## config.mk

```make
export PLATFORM = sky130hd
export DESIGN_NAME = ud3_step
export DESIGN_NICKNAME = d
export VERILOG_FILES = /design/src/rtl/core/ud3_pkg.sv /design/src/rtl/core/ud3_step.sv
export SDC_FILE = /design/constraint.sdc
export NUM_CORES = 2
export LEC_CHECK = 0
export BUFFER_PORTS_ARGS = -buffer_cell sky130_fd_sc_hd__buf_2
export CAP_MARGIN = 20
export CORE_AREA = 2 2 642 644
export CTS_CLUSTER_DIAMETER = 120
export DETAILED_ROUTE_END_ITERATION = 8
export DIE_AREA = 0 0 644 646
export SLEW_MARGIN = 30
export SYNTH_ARGS = -nofsm -noshare
export SYNTH_HDL_FRONTEND = slang
export SYNTH_SLANG_ARGS = --single-unit
```

## constraint.sdc

```tcl
create_clock -name clock -period 13.8 [get_ports clock]
set_input_delay 0.69 -clock clock [delete_from_list [all_inputs] [get_ports clock]]
set_output_delay 0.69 -clock clock [all_outputs]
set_load 0.1 [all_outputs]
```

## src/rtl/core/ud3_pkg.sv

```systemverilog
// Package for the unit direction block: widths, fixed-point setting and the
// per-word pipeline record. No dependencies.
`default_nettype none
package ud3_pkg;
   localparam int OUT_FRAC_BITS = 14;
   localparam int IN_W  = 24;
   localparam int OUT_W = 16;
   localparam int DW    = IN_W + 1;
   localparam int SQW   = 2 * DW;
   localparam int SW    = 2 * IN_W + 2;
   localparam int QW    = OUT_FRAC_BITS + 1;
   localparam int WW    = 2 * OUT_FRAC_BITS + SW + 2;
   localparam int BW    = $clog2(QW);
   localparam int NSTEP = QW;
   localparam int NPREP = 3;
   localparam int NSTG  = NPREP + NSTEP + 1;

   typedef struct packed {
      logic          neg;
      logic [QW-1:0] q;
      logic [WW-1:0] p;
      logic [WW-1:0] qs;
      logic [WW-1:0] r;
   } comp_type;

   typedef struct packed {
      comp_type [2:0] c;
      logic [SW-1:0]  s;
      logic           zero;
   } item_type;
endpackage
`default_nettype wire

```

## src/rtl/core/ud3_step.sv

```systemverilog
// One quotient bit per component: trial q^2*S built by shift and add, kept if
// it stays within the scaled squared component. Depends on ud3_pkg.
`default_nettype none
module ud3_step
   import ud3_pkg::*;
(
   input  wire logic          clock,
   input  wire logic          en,
   input  wire logic [BW-1:0] bit_idx,
   input  wire item_type      item_i,
   output item_type           item_o
);
   item_type      item_ff, item_in;
   logic [WW-1:0] trial;
   logic [WW-1:0] s_w;

   always_comb begin
      item_in = item_i;
      s_w     = WW'(item_i.s);
      trial   = '0;
      for (int i = 0; i < 3; i++) begin
         trial = item_i.c[i].p + (item_i.c[i].qs << (bit_idx + BW'(1)))
               + (s_w << (2 * bit_idx));
         if (trial <= item_i.c[i].r) begin
            item_in.c[i].q  = item_i.c[i].q | (QW'(1) << bit_idx);
            item_in.c[i].p  = trial;
            item_in.c[i].qs = item_i.c[i].qs + (s_w << bit_idx);
         end
      end
   end

   always_ff @(posedge clock) begin
      if (en) begin
         item_ff <= item_in;
      end
   end

   assign item_o = item_ff;
endmodule
`default_nettype wire

```

==> reports/metrics.csv <==
stage;metric;value;unit
run_status;status;finished clean;
die;core footprint;409000;sq um
die;initial core utilization;0.205;
synth;Post-Synthesis Cells;9045;
die;die area;416000;sq um
timing;max-slew violations;0;
routing;# DRC;0;
die;chip height;646;microns
die;io pins;1644;
routing;Avg WL per Cell;36.9;microns
global_route;largest net degree at the start of global routing;159;
finish;commonest cells after routing, fill and taps aside;1639 x buf_2, 972 x nand2_1, 819 x edfxtp_1;
worst_setup_path;kind of critical path;input port to flop;
clocking;Clock Tree Buf Depth;4;
placement;placed cell area;98000;sq um
timing;min Tclk post-route;11540;ps
timing;pin slew with the least headroom to its limit;1170;ps
finish;Final nets;12300;
pwr;pwr dens;258;nW/um^2
clocking;Num CTS Buffers;118;
worst_setup_path;Worst Setup End Kind;flop;
routing;Antenna Violating Nets Remaining;0;
global_route;first-pass GRT wire length;763000;microns
synth;area leader, netlist;edfxtp_1;
routing;via count;84100;
synth;Synth warnings;0;
routing;final wirelength;602000;microns
finish;max reg flops;819;
synth;Synth top area share;0.294;
clocking;Root Driver;clkbuf_16;
worst_setup_path;crit path max fanout;120;
worst_hold_path;Min-Delay Startpoint;item_i[106];
synth;sequential element share of the synthesized area;0.294;
timing;crit share post-route;0.836;
synth;syn_nets;10800;
global_route;GRT overflow;0;
finish;final instance area;104000;sq um
synth;Synth Area per Inst;9.25;sq um
finish;layout cell share with drive strength beyond 1;0.236;
routing;vias per cell;5.16;
clocking;CTS tree;done;
worst_setup_path;critical path data arrival time;12180;ps
worst_setup_path;most frequent CP cell;buf_4;
synth;distinct cell type count after synthesis;92;
timing;setup TNS;0;ps
worst_hold_path;WHS Endpoint;item_o[106];
pwr;Worst VDD drop;0.199;mV
synth;EDFF count, synth;819;
clocking;CTS HTree Levels;3;
timing;Slew headroom;0.218;
finish;most common cell after layout, fill and taps aside;buf_2;
global_route;GRT Total Usage;0.277;
synth;post-synthesis register bit count;819;
worst_hold_path;Worst Hold Class;input port to flop;
placement;port bufs;1643;
die;# rows;235;
timing;final setup vio count;0;
synth;most area-consuming cells after synthesis;edfxtp_1 29%, ha_1 10%, mux4_2 5.9%;
worst_setup_path;CP max stage cell;a2111oi_2;
clocking;Clk pin slew, worst setup/hold paths;60;ps
timing;unrepaired setup endpoints after global routing;no;
worst_setup_path;Startpoint Class;input port;
timing;Final Hold Viols;0;
global_route;antenna violations before repair;450;
timing;fmax;0.0866;GHz
routing;DRT Pass-1 Iters;6;
worst_setup_path;CP max stage delay;920;ps
global_route;number of global-route vias before repair;80000;
placement;Final GP Congestion;1.06;
synth;synthesized area;83700;sq um
clocking;CTS Sinks;819;
worst_setup_path;Critical Path RT;14440;ps
pwr;Leak Pwr;45.4;nW
clocking;Setup Fix Bufs, Post-CTS;0;
placement;hpwl dp;526000;microns
routing;First DRT Iteration DRCs;10400;
finish;area delta synth->final;24.4;%
worst_hold_path;Hold Path Stages;1;
die;Die Width;644;microns
job;Max Cap Viol;0;
synth;ys async rst share;0;
synth;Top FF cell, synth;edfxtp_1;
layer usage:
layer	vias up	wire length, microns	GRT usage	part of all wire
met2	4668	267000	0.438	0.44
li1	36400	-	-	-
met1	41600	233000	0.332	0.39
met5	-	1230	0	0.0020
met4	192	36500	0.140	0.061
met3	1218	63800	0.0948	0.11
kinds of logic (layout without fill, tap and decap cells):
kind of cell,Yosys count,in the layout,synth area share
xor gates and xnor gates,461,461,0.0483
buffers and inverters,1287,2937,0.0581
other,0,139,0
adders and majority gates,915,915,0.158
AOI/OAI and AO/OA,2504,2504,0.187
DFF,819,819,0.294
and+or+nand+nor,2343,2343,0.132
muxes,716,716,0.123
through the flow:
| step | power, mW | setup slack (ps) | hold slack [ps] | utilization | cells |
|---|---|---|---|---|---|
| after detailed placement | 23.4 | 1450 | 869 | 0.240 | 15700 |
| after floorplan | 17.3 | 3290 | 789 | - | 9045 |
| after global routing | 28.0 | 1900 | 18.5 | 0.254 | 16200 |
| final | 26.8 | 2260 | 45.0 | 0.255 | 16300 |
| after CTS | 26.8 | 2370 | 1.45 | 0.254 | 16100 |
| after global placement | 23.4 | 837 | 867 | 0.240 | 15700 |
report_power, final:
group / switching [mW] / total [mW] / leakage [nW] / internal, mW
Sequential: 0.269 / 4.24 / 8.01 / 3.97
Clock: 1.39 / 3.18 / 1.83 / 1.79
Combinational: 14.6 / 19.4 / 35.6 / 4.80
cells in the mapped netlist, types with 29 or more instances:
library cell and n:
nand2_1 972, edfxtp_1 819, inv_1 794, a21oi_1 686
ha_1 679, o21ai_0 622, nor2_1 424, clkbuf_1 401
a21o_1 351, mux2_2 259, xnor2_1 255, fa_1 236
mux2i_1 236, mux4_2 221, xor2_1 206, nand4_1 178
a31oi_1 168, and3_1 158, o21bai_1 147, nand3_1 130
a211oi_1 111, nand2b_1 86, nor3_1 86, and2_1 85
o21a_1 83, buf_1 68, o211ai_1 53, nor2b_1 51
or2_2 42, nor4_1 37, a21boi_0 30, o31ai_1 29
worst max-delay path: cells and delay by family:
kind            cells  cell delay [ps]
buf+inv             7             1860
fa+ha+maj           5             2180
simple gates        6              960
xor+xnor            1              170
mux                 2              700
compound gates     14             5130
timing repair:
| item | 4_1_cts | 5_1_grt |
|---|---|---|
| endpoints found under the hold margin | 190 | 0 |
| hold buffers | 190 | 0 |
| resized for setup | 0 | 0 |
final cells by class:
cell class / instances / area (sq um)
Clock buffer: 132 / 3030
Tap cell: 5451 / 6820
Multi-Input combinational cell: 6939 / 54400
Sequential cell: 819 / 24600
Timing Repair Buffer: 1931 / 11100
Fill cell: 44500 / 305000
Clock inverter: 76 / 796
Antenna cell: 139 / 348
Inverter: 798 / 3000
worst max path at each step:
stage,from,endpoint,cells past startpoint
4_1_cts,bit_idx[0],item_o[209],37
6_report,bit_idx[0],item_o[542],35
5_1_grt,bit_idx[0],item_o[207],37
2_1_floorplan,bit_idx[0],item_o[758],35
3_5_place_dp,bit_idx[0],item_o[207],37
3_3_place_gp,bit_idx[0],item_o[209],37
Note: power is estimated with default switching activity, not from simulation.
