`config.mk`:
```
export PLATFORM = sky130hd
export DESIGN_NAME = ud3_prep
export DESIGN_NICKNAME = d
export VERILOG_FILES = /design/src/rtl/core/ud3_pkg.sv /design/src/rtl/core/ud3_prep.sv
export SDC_FILE = /design/constraint.sdc
export NUM_CORES = 2
export LEC_CHECK = 0
export ABC_AREA = 1
export BUFFER_PORTS_ARGS = -buffer_cell sky130_fd_sc_hd__buf_2
export CORE_MARGIN = 2
export CORE_UTILIZATION = 45
export CTS_CLUSTER_SIZE = 20
export DETAILED_ROUTE_END_ITERATION = 8
export GPL_TIMING_DRIVEN = 0
export PLACE_DENSITY = 0.63
export SLEW_MARGIN = 15
export SYNTH_ARGS = -nofsm -noshare
export SYNTH_HDL_FRONTEND = slang
export SYNTH_SLANG_ARGS = --single-unit
```
`constraint.sdc`:
```
create_clock -name clock -period 8.7 [get_ports clock]
set_input_delay 0.87 -clock clock [delete_from_list [all_inputs] [get_ports clock]]
set_output_delay 0.87 -clock clock [all_outputs]
set_load 0.01 [all_outputs]
```
`src/rtl/core/ud3_pkg.sv`:
```
// Package for the unit direction block: widths, fixed-point setting and the
// per-word pipeline record. No dependencies.
`default_nettype none
package ud3_pkg;
   localparam int OUT_FRAC_BITS = 14;
   localparam int IN_W  = 24;
   localparam int OUT_W = 16;
   localparam int DW    = IN_W + 1;
   localparam int SQW   = 2 * DW;
   localparam int SW    = 2 * IN_W + 2;
   localparam int QW    = OUT_FRAC_BITS + 1;
   localparam int WW    = 2 * OUT_FRAC_BITS + SW + 2;
   localparam int BW    = $clog2(QW);
   localparam int NSTEP = QW;
   localparam int NPREP = 3;
   localparam int NSTG  = NPREP + NSTEP + 1;

   typedef struct packed {
      logic          neg;
      logic [QW-1:0] q;
      logic [WW-1:0] p;
      logic [WW-1:0] qs;
      logic [WW-1:0] r;
   } comp_type;

   typedef struct packed {
      comp_type [2:0] c;
      logic [SW-1:0]  s;
      logic           zero;
   } item_type;
endpackage
`default_nettype wire

```
`src/rtl/core/ud3_prep.sv`:
```
// Front stages: difference vector, squares, squared length and remainder set-up.
// Depends on ud3_pkg.
`default_nettype none
module ud3_prep
   import ud3_pkg::*;
(
   input  wire logic                   clock,
   input  wire logic [NPREP-1:0]       en,
   input  wire logic signed [IN_W-1:0] from_x,
   input  wire logic signed [IN_W-1:0] from_y,
   input  wire logic signed [IN_W-1:0] from_z,
   input  wire logic signed [IN_W-1:0] to_x,
   input  wire logic signed [IN_W-1:0] to_y,
   input  wire logic signed [IN_W-1:0] to_z,
   output item_type                    item
);
   logic [2:0][DW-1:0]  d_ff, d_in;
   logic [2:0]          neg_ff, neg_in;
   logic [2:0][SQW-1:0] sq_ff, sq_in;
   item_type            item_ff, item_in;
   logic [DW-1:0]       mag;
   logic [SW-1:0]       ssum;

   always_comb begin
      d_in[0] = {to_x[IN_W-1], to_x} - {from_x[IN_W-1], from_x};
      d_in[1] = {to_y[IN_W-1], to_y} - {from_y[IN_W-1], from_y};
      d_in[2] = {to_z[IN_W-1], to_z} - {from_z[IN_W-1], from_z};
   end

   always_comb begin
      mag = '0;
      for (int i = 0; i < 3; i++) begin
         neg_in[i] = d_ff[i][DW-1];
         mag       = neg_in[i] ? (~d_ff[i] + DW'(1)) : d_ff[i];
         sq_in[i]  = SQW'(mag) * SQW'(mag);
      end
   end

   always_comb begin
      ssum = SW'(sq_ff[0]) + SW'(sq_ff[1]) + SW'(sq_ff[2]);
      item_in.s    = ssum;
      item_in.zero = (ssum == '0);
      for (int i = 0; i < 3; i++) begin
         item_in.c[i].neg = neg_ff[i];
         item_in.c[i].q   = '0;
         item_in.c[i].p   = '0;
         item_in.c[i].qs  = '0;
         item_in.c[i].r   = WW'(sq_ff[i]) << (2 * OUT_FRAC_BITS);
      end
   end

   always_ff @(posedge clock) begin
      if (en[0]) begin
         d_ff <= d_in;
      end
      if (en[1]) begin
         neg_ff <= neg_in;
         sq_ff  <= sq_in;
      end
      if (en[2]) begin
         item_ff <= item_in;
      end
   end

   assign item = item_ff;
endmodule
`default_nettype wire

```
==> summary.md <==
| Metric | Value |
|---|---|
| Largest family of logic cells by synthesized area | adder cells |
| Adder-cell area share of the yosys netlist | a little under half |
| Worst hold stages | 0 |
| Reg clk slew, reported paths | about 0.090 ns |
| Pre-antenna DRT Iters | 6 |
| Path depth of the worst reg2reg path | 33 |
| Post-synthesis instance total | about 9400 |
| Fin Clk Skew | between 0.05 and 0.06 ns |
| RR Startpoint | d_ff[0] |
| Final #Nets | 12843 |
| Max cap viols | 0 |
| CP Max Fanout | 10 |
| Worst-Skew Late Latency | 0.71 ns |
| Area Growth Syn to Fin | 13.0% |
| Num ports | 967 |
| Final setup violation count | 0 |
| Crit path launch type | flip-flop |
| Starting Density | 45.3% |
| WHS Endpoint | item[562] |
| Total number of vias | ~63000 |
| Die area | around 0.19 mm² |
| Final hold violations | 0 |
| FILL cells | 17206 |
| CP max stage delay | 0.60 ns |
| R2R setup slack | ~0.21 ns |
| Overflow after GRT | 0 |
| Post-synthesis mux area share | 0% |
| Inserted Clock Buffers | 52 |
| Critical Path RT | about 9 ns |
| Routed WL per cell | approximately 20 µm |
| Drt total wl | approximately 260000 µm |
| Number of synthesized register bits | 426 |
| H-tree Lvls | 2 |
| Simple-gate share of the synthesized area | 12.8% |
| Clock root buffer | clkbuf_16 |
| Avg Inst Size Synth | around 8.7 µm² |
| FP Rows | 156 |
| Vias in the first global route | 65443 |
| Residual DRC | 0 |
| Routed Antenna Nets | 0 |
| FF-to-FF End | item_in[122] |
| Commonest non-fill, non-tap cell in the layout | inv_1 |
| Post-synth EDFFs | roughly 430 |
| Vias per std cell | slightly below 5 |
| Most frequent cells in the layout | 2573 x inv_1, 1442 x fa_1, 1351 x nand2_1, 815 x nor2_1, 683 x buf_4 |
| Complex-gate fraction of the synthesized area | 4.78% |
| CP Class | flip-flop to flip-flop |
| DIE WIDTH | between 400 and 500 µm |
| Hold crit path type | flip-flop to flip-flop |
| Hold path start | neg_ff[1] |
| Status | finished clean |
| First-pass GRT wire length | a little under 400000 µm |
| CP dominant cell by count | inv_1 |
| Tot GR Track Use | 27.9% |
| Post-detail-place hpwl | ~220000 µm |
| Slowest CP cell | fa_1 |
| Share of cells above drive strength 1 | around 14% |
| DIE HEIGHT | roughly 430 µm |
| Routability congestion estimate | between 1 and 1.5 |
| Slew Limit Fails | 0 |
| Synth async-reset ratio | 0% |
| Crit share post-route | ~98% |
| Cell area after synthesis | 0.0820 mm² |
| Fmax | between 100 and 150 MHz |
| Core area | about 0.18 mm² |
| Fin util | about 51% |
| Slew @ Worst Pin | 1.03 ns |
| Initial DRC count | about 4800 |
| Sequential fraction of the synthesis area | between 15 and 20% |
| Final Critical Period | around 8.5 ns |
| Synth warn | 0 |
| Port buffer count | between 300 and 400 |
| XOR/XNOR Fraction of Synth Area | 2.82% |
| Dominant synthesized flop cell | edfxtp_1 |
| Antenna violations before repair | 7 |
| CTS Sinks | approximately 430 |
| Largest net degree at the start of global routing | around 100 |
| Yosys cell types | about 60 |
| Slew Limit Headroom | 31.5% |
| CTS tree | done |
| Setup crit start | d_ff[0] |
| Arr. time, crit path | between 8 and 9 ns |
| CTS max path bufs | 3 |
| CP endpoint kind | flip-flop |
synthesized netlist by cell type, types with 46 or more instances:
master | instances | share of area [%]
a21oi_1 | 316 | 1.9
a31oi_1 | 46 | 0.35
buf_4 | 626 | 5.7
clkbuf_1 | 65 | 0.30
edfxtp_1 | 426 | 16
fa_1 | 1455 | 36
ha_1 | 659 | 10
inv_1 | 2584 | 12
nand2_1 | 1371 | 6.3
nand3_1 | 175 | 1.1
nand4_1 | 46 | 0.35
nor2_1 | 835 | 3.8
o21ai_0 | 170 | 1.0
xnor2_1 | 101 | 1.1
xor2_1 | 153 | 1.6
routing by layer:
metal	GRT usage, %	routed length, µm	share of wire (%)	vias to the layer above
met5	0	11	0.0043	-
met4	18.8	21100	8.2	2
met3	3.25	17500	6.8	526
li1	-	-	-	29099
met1	36.1	103000	40	30808
met2	44.2	116000	45	2491
how the worst max path moves through the flow:
stage	end	slack, ns	cells after the start
floorplan	item_in[113]	0.91	40
global placement	item_in[127]	-2.11	34
detailed placement	item_in[127]	-2.09	34
CTS	item_in[626]	-0.002	32
global route	item_in[125]	-0.09	37
finish	item_in[122]	0.21	33
registers in the layout, indices dropped and copies added (netlist names):
signal	cells
item	201
item_in	147
neg_ff	3
d_ff	75
area by class of cell:
type / instances / area, µm² / share of cell area, %
antenna: 5 / 12.5 / 0.0135
buffer: 733 / 5390 / 5.82
clock buffer: 56 / 1320 / 1.42
clock inverter: 40 / 469 / 0.506
inverter: 2634 / 9970 / 10.7
multi-input combinational: 6325 / 57500 / 62.0
sequential: 426 / 12800 / 13.8
tap: 2370 / 2970 / 3.20
timing repair buffer: 409 / 2310 / 2.49
what timing repair did:
item | 4_1_cts | 5_1_grt
buffers inserted | 16 | 41
hold buffers | 0 | 0
endpoints found under the setup margin | 112 | 89
resized for setup | 101 | 225
pin swaps | 4 | 29
through the flow:
step                setup WS (ns)  cells  area (µm²)   TNS, ns  hold slack [ns]
global route              -0.0883  12993       92700    -0.373            0.433
finish                      0.209  12998       92700         0            0.420
detailed placement          -2.09  12843       89400   -154.24            0.406
global placement            -2.11  12839       89300   -151.33            0.403
floorplan                   0.908  10121       84600         0            0.400
CTS                      -0.00166  12954       91600  -0.00166            0.412
worst max-delay path: cells and delay by family, from the launching register on:
kind | cells | cell delay (ns)
buf+inv | 12 | 1.56
compound gates | 5 | 1.00
xor+xnor | 1 | 0.09
simple gates | 6 | 0.85
fa+ha+maj | 9 | 4.20
flops | 1 | 0.45
cell families (layout without fill, tap and decap cells):
| family | Yosys count | in the layout |
|---|---|---|
| buffers and inverters | 3370 | 3872 |
| AO/OA/AOI/OAI | 692 | 692 |
| flip-flops | 426 | 426 |
| XOR/XNOR | 259 | 259 |
| AND/OR/NAND/NOR | 2585 | 2585 |
| other | 2 | 680 |
| adder cells (fa/ha/maj) | 2114 | 2114 |
Power is not shown: default switching activity piles up to over one toggle a cycle in this logic, so the estimate is an artifact.
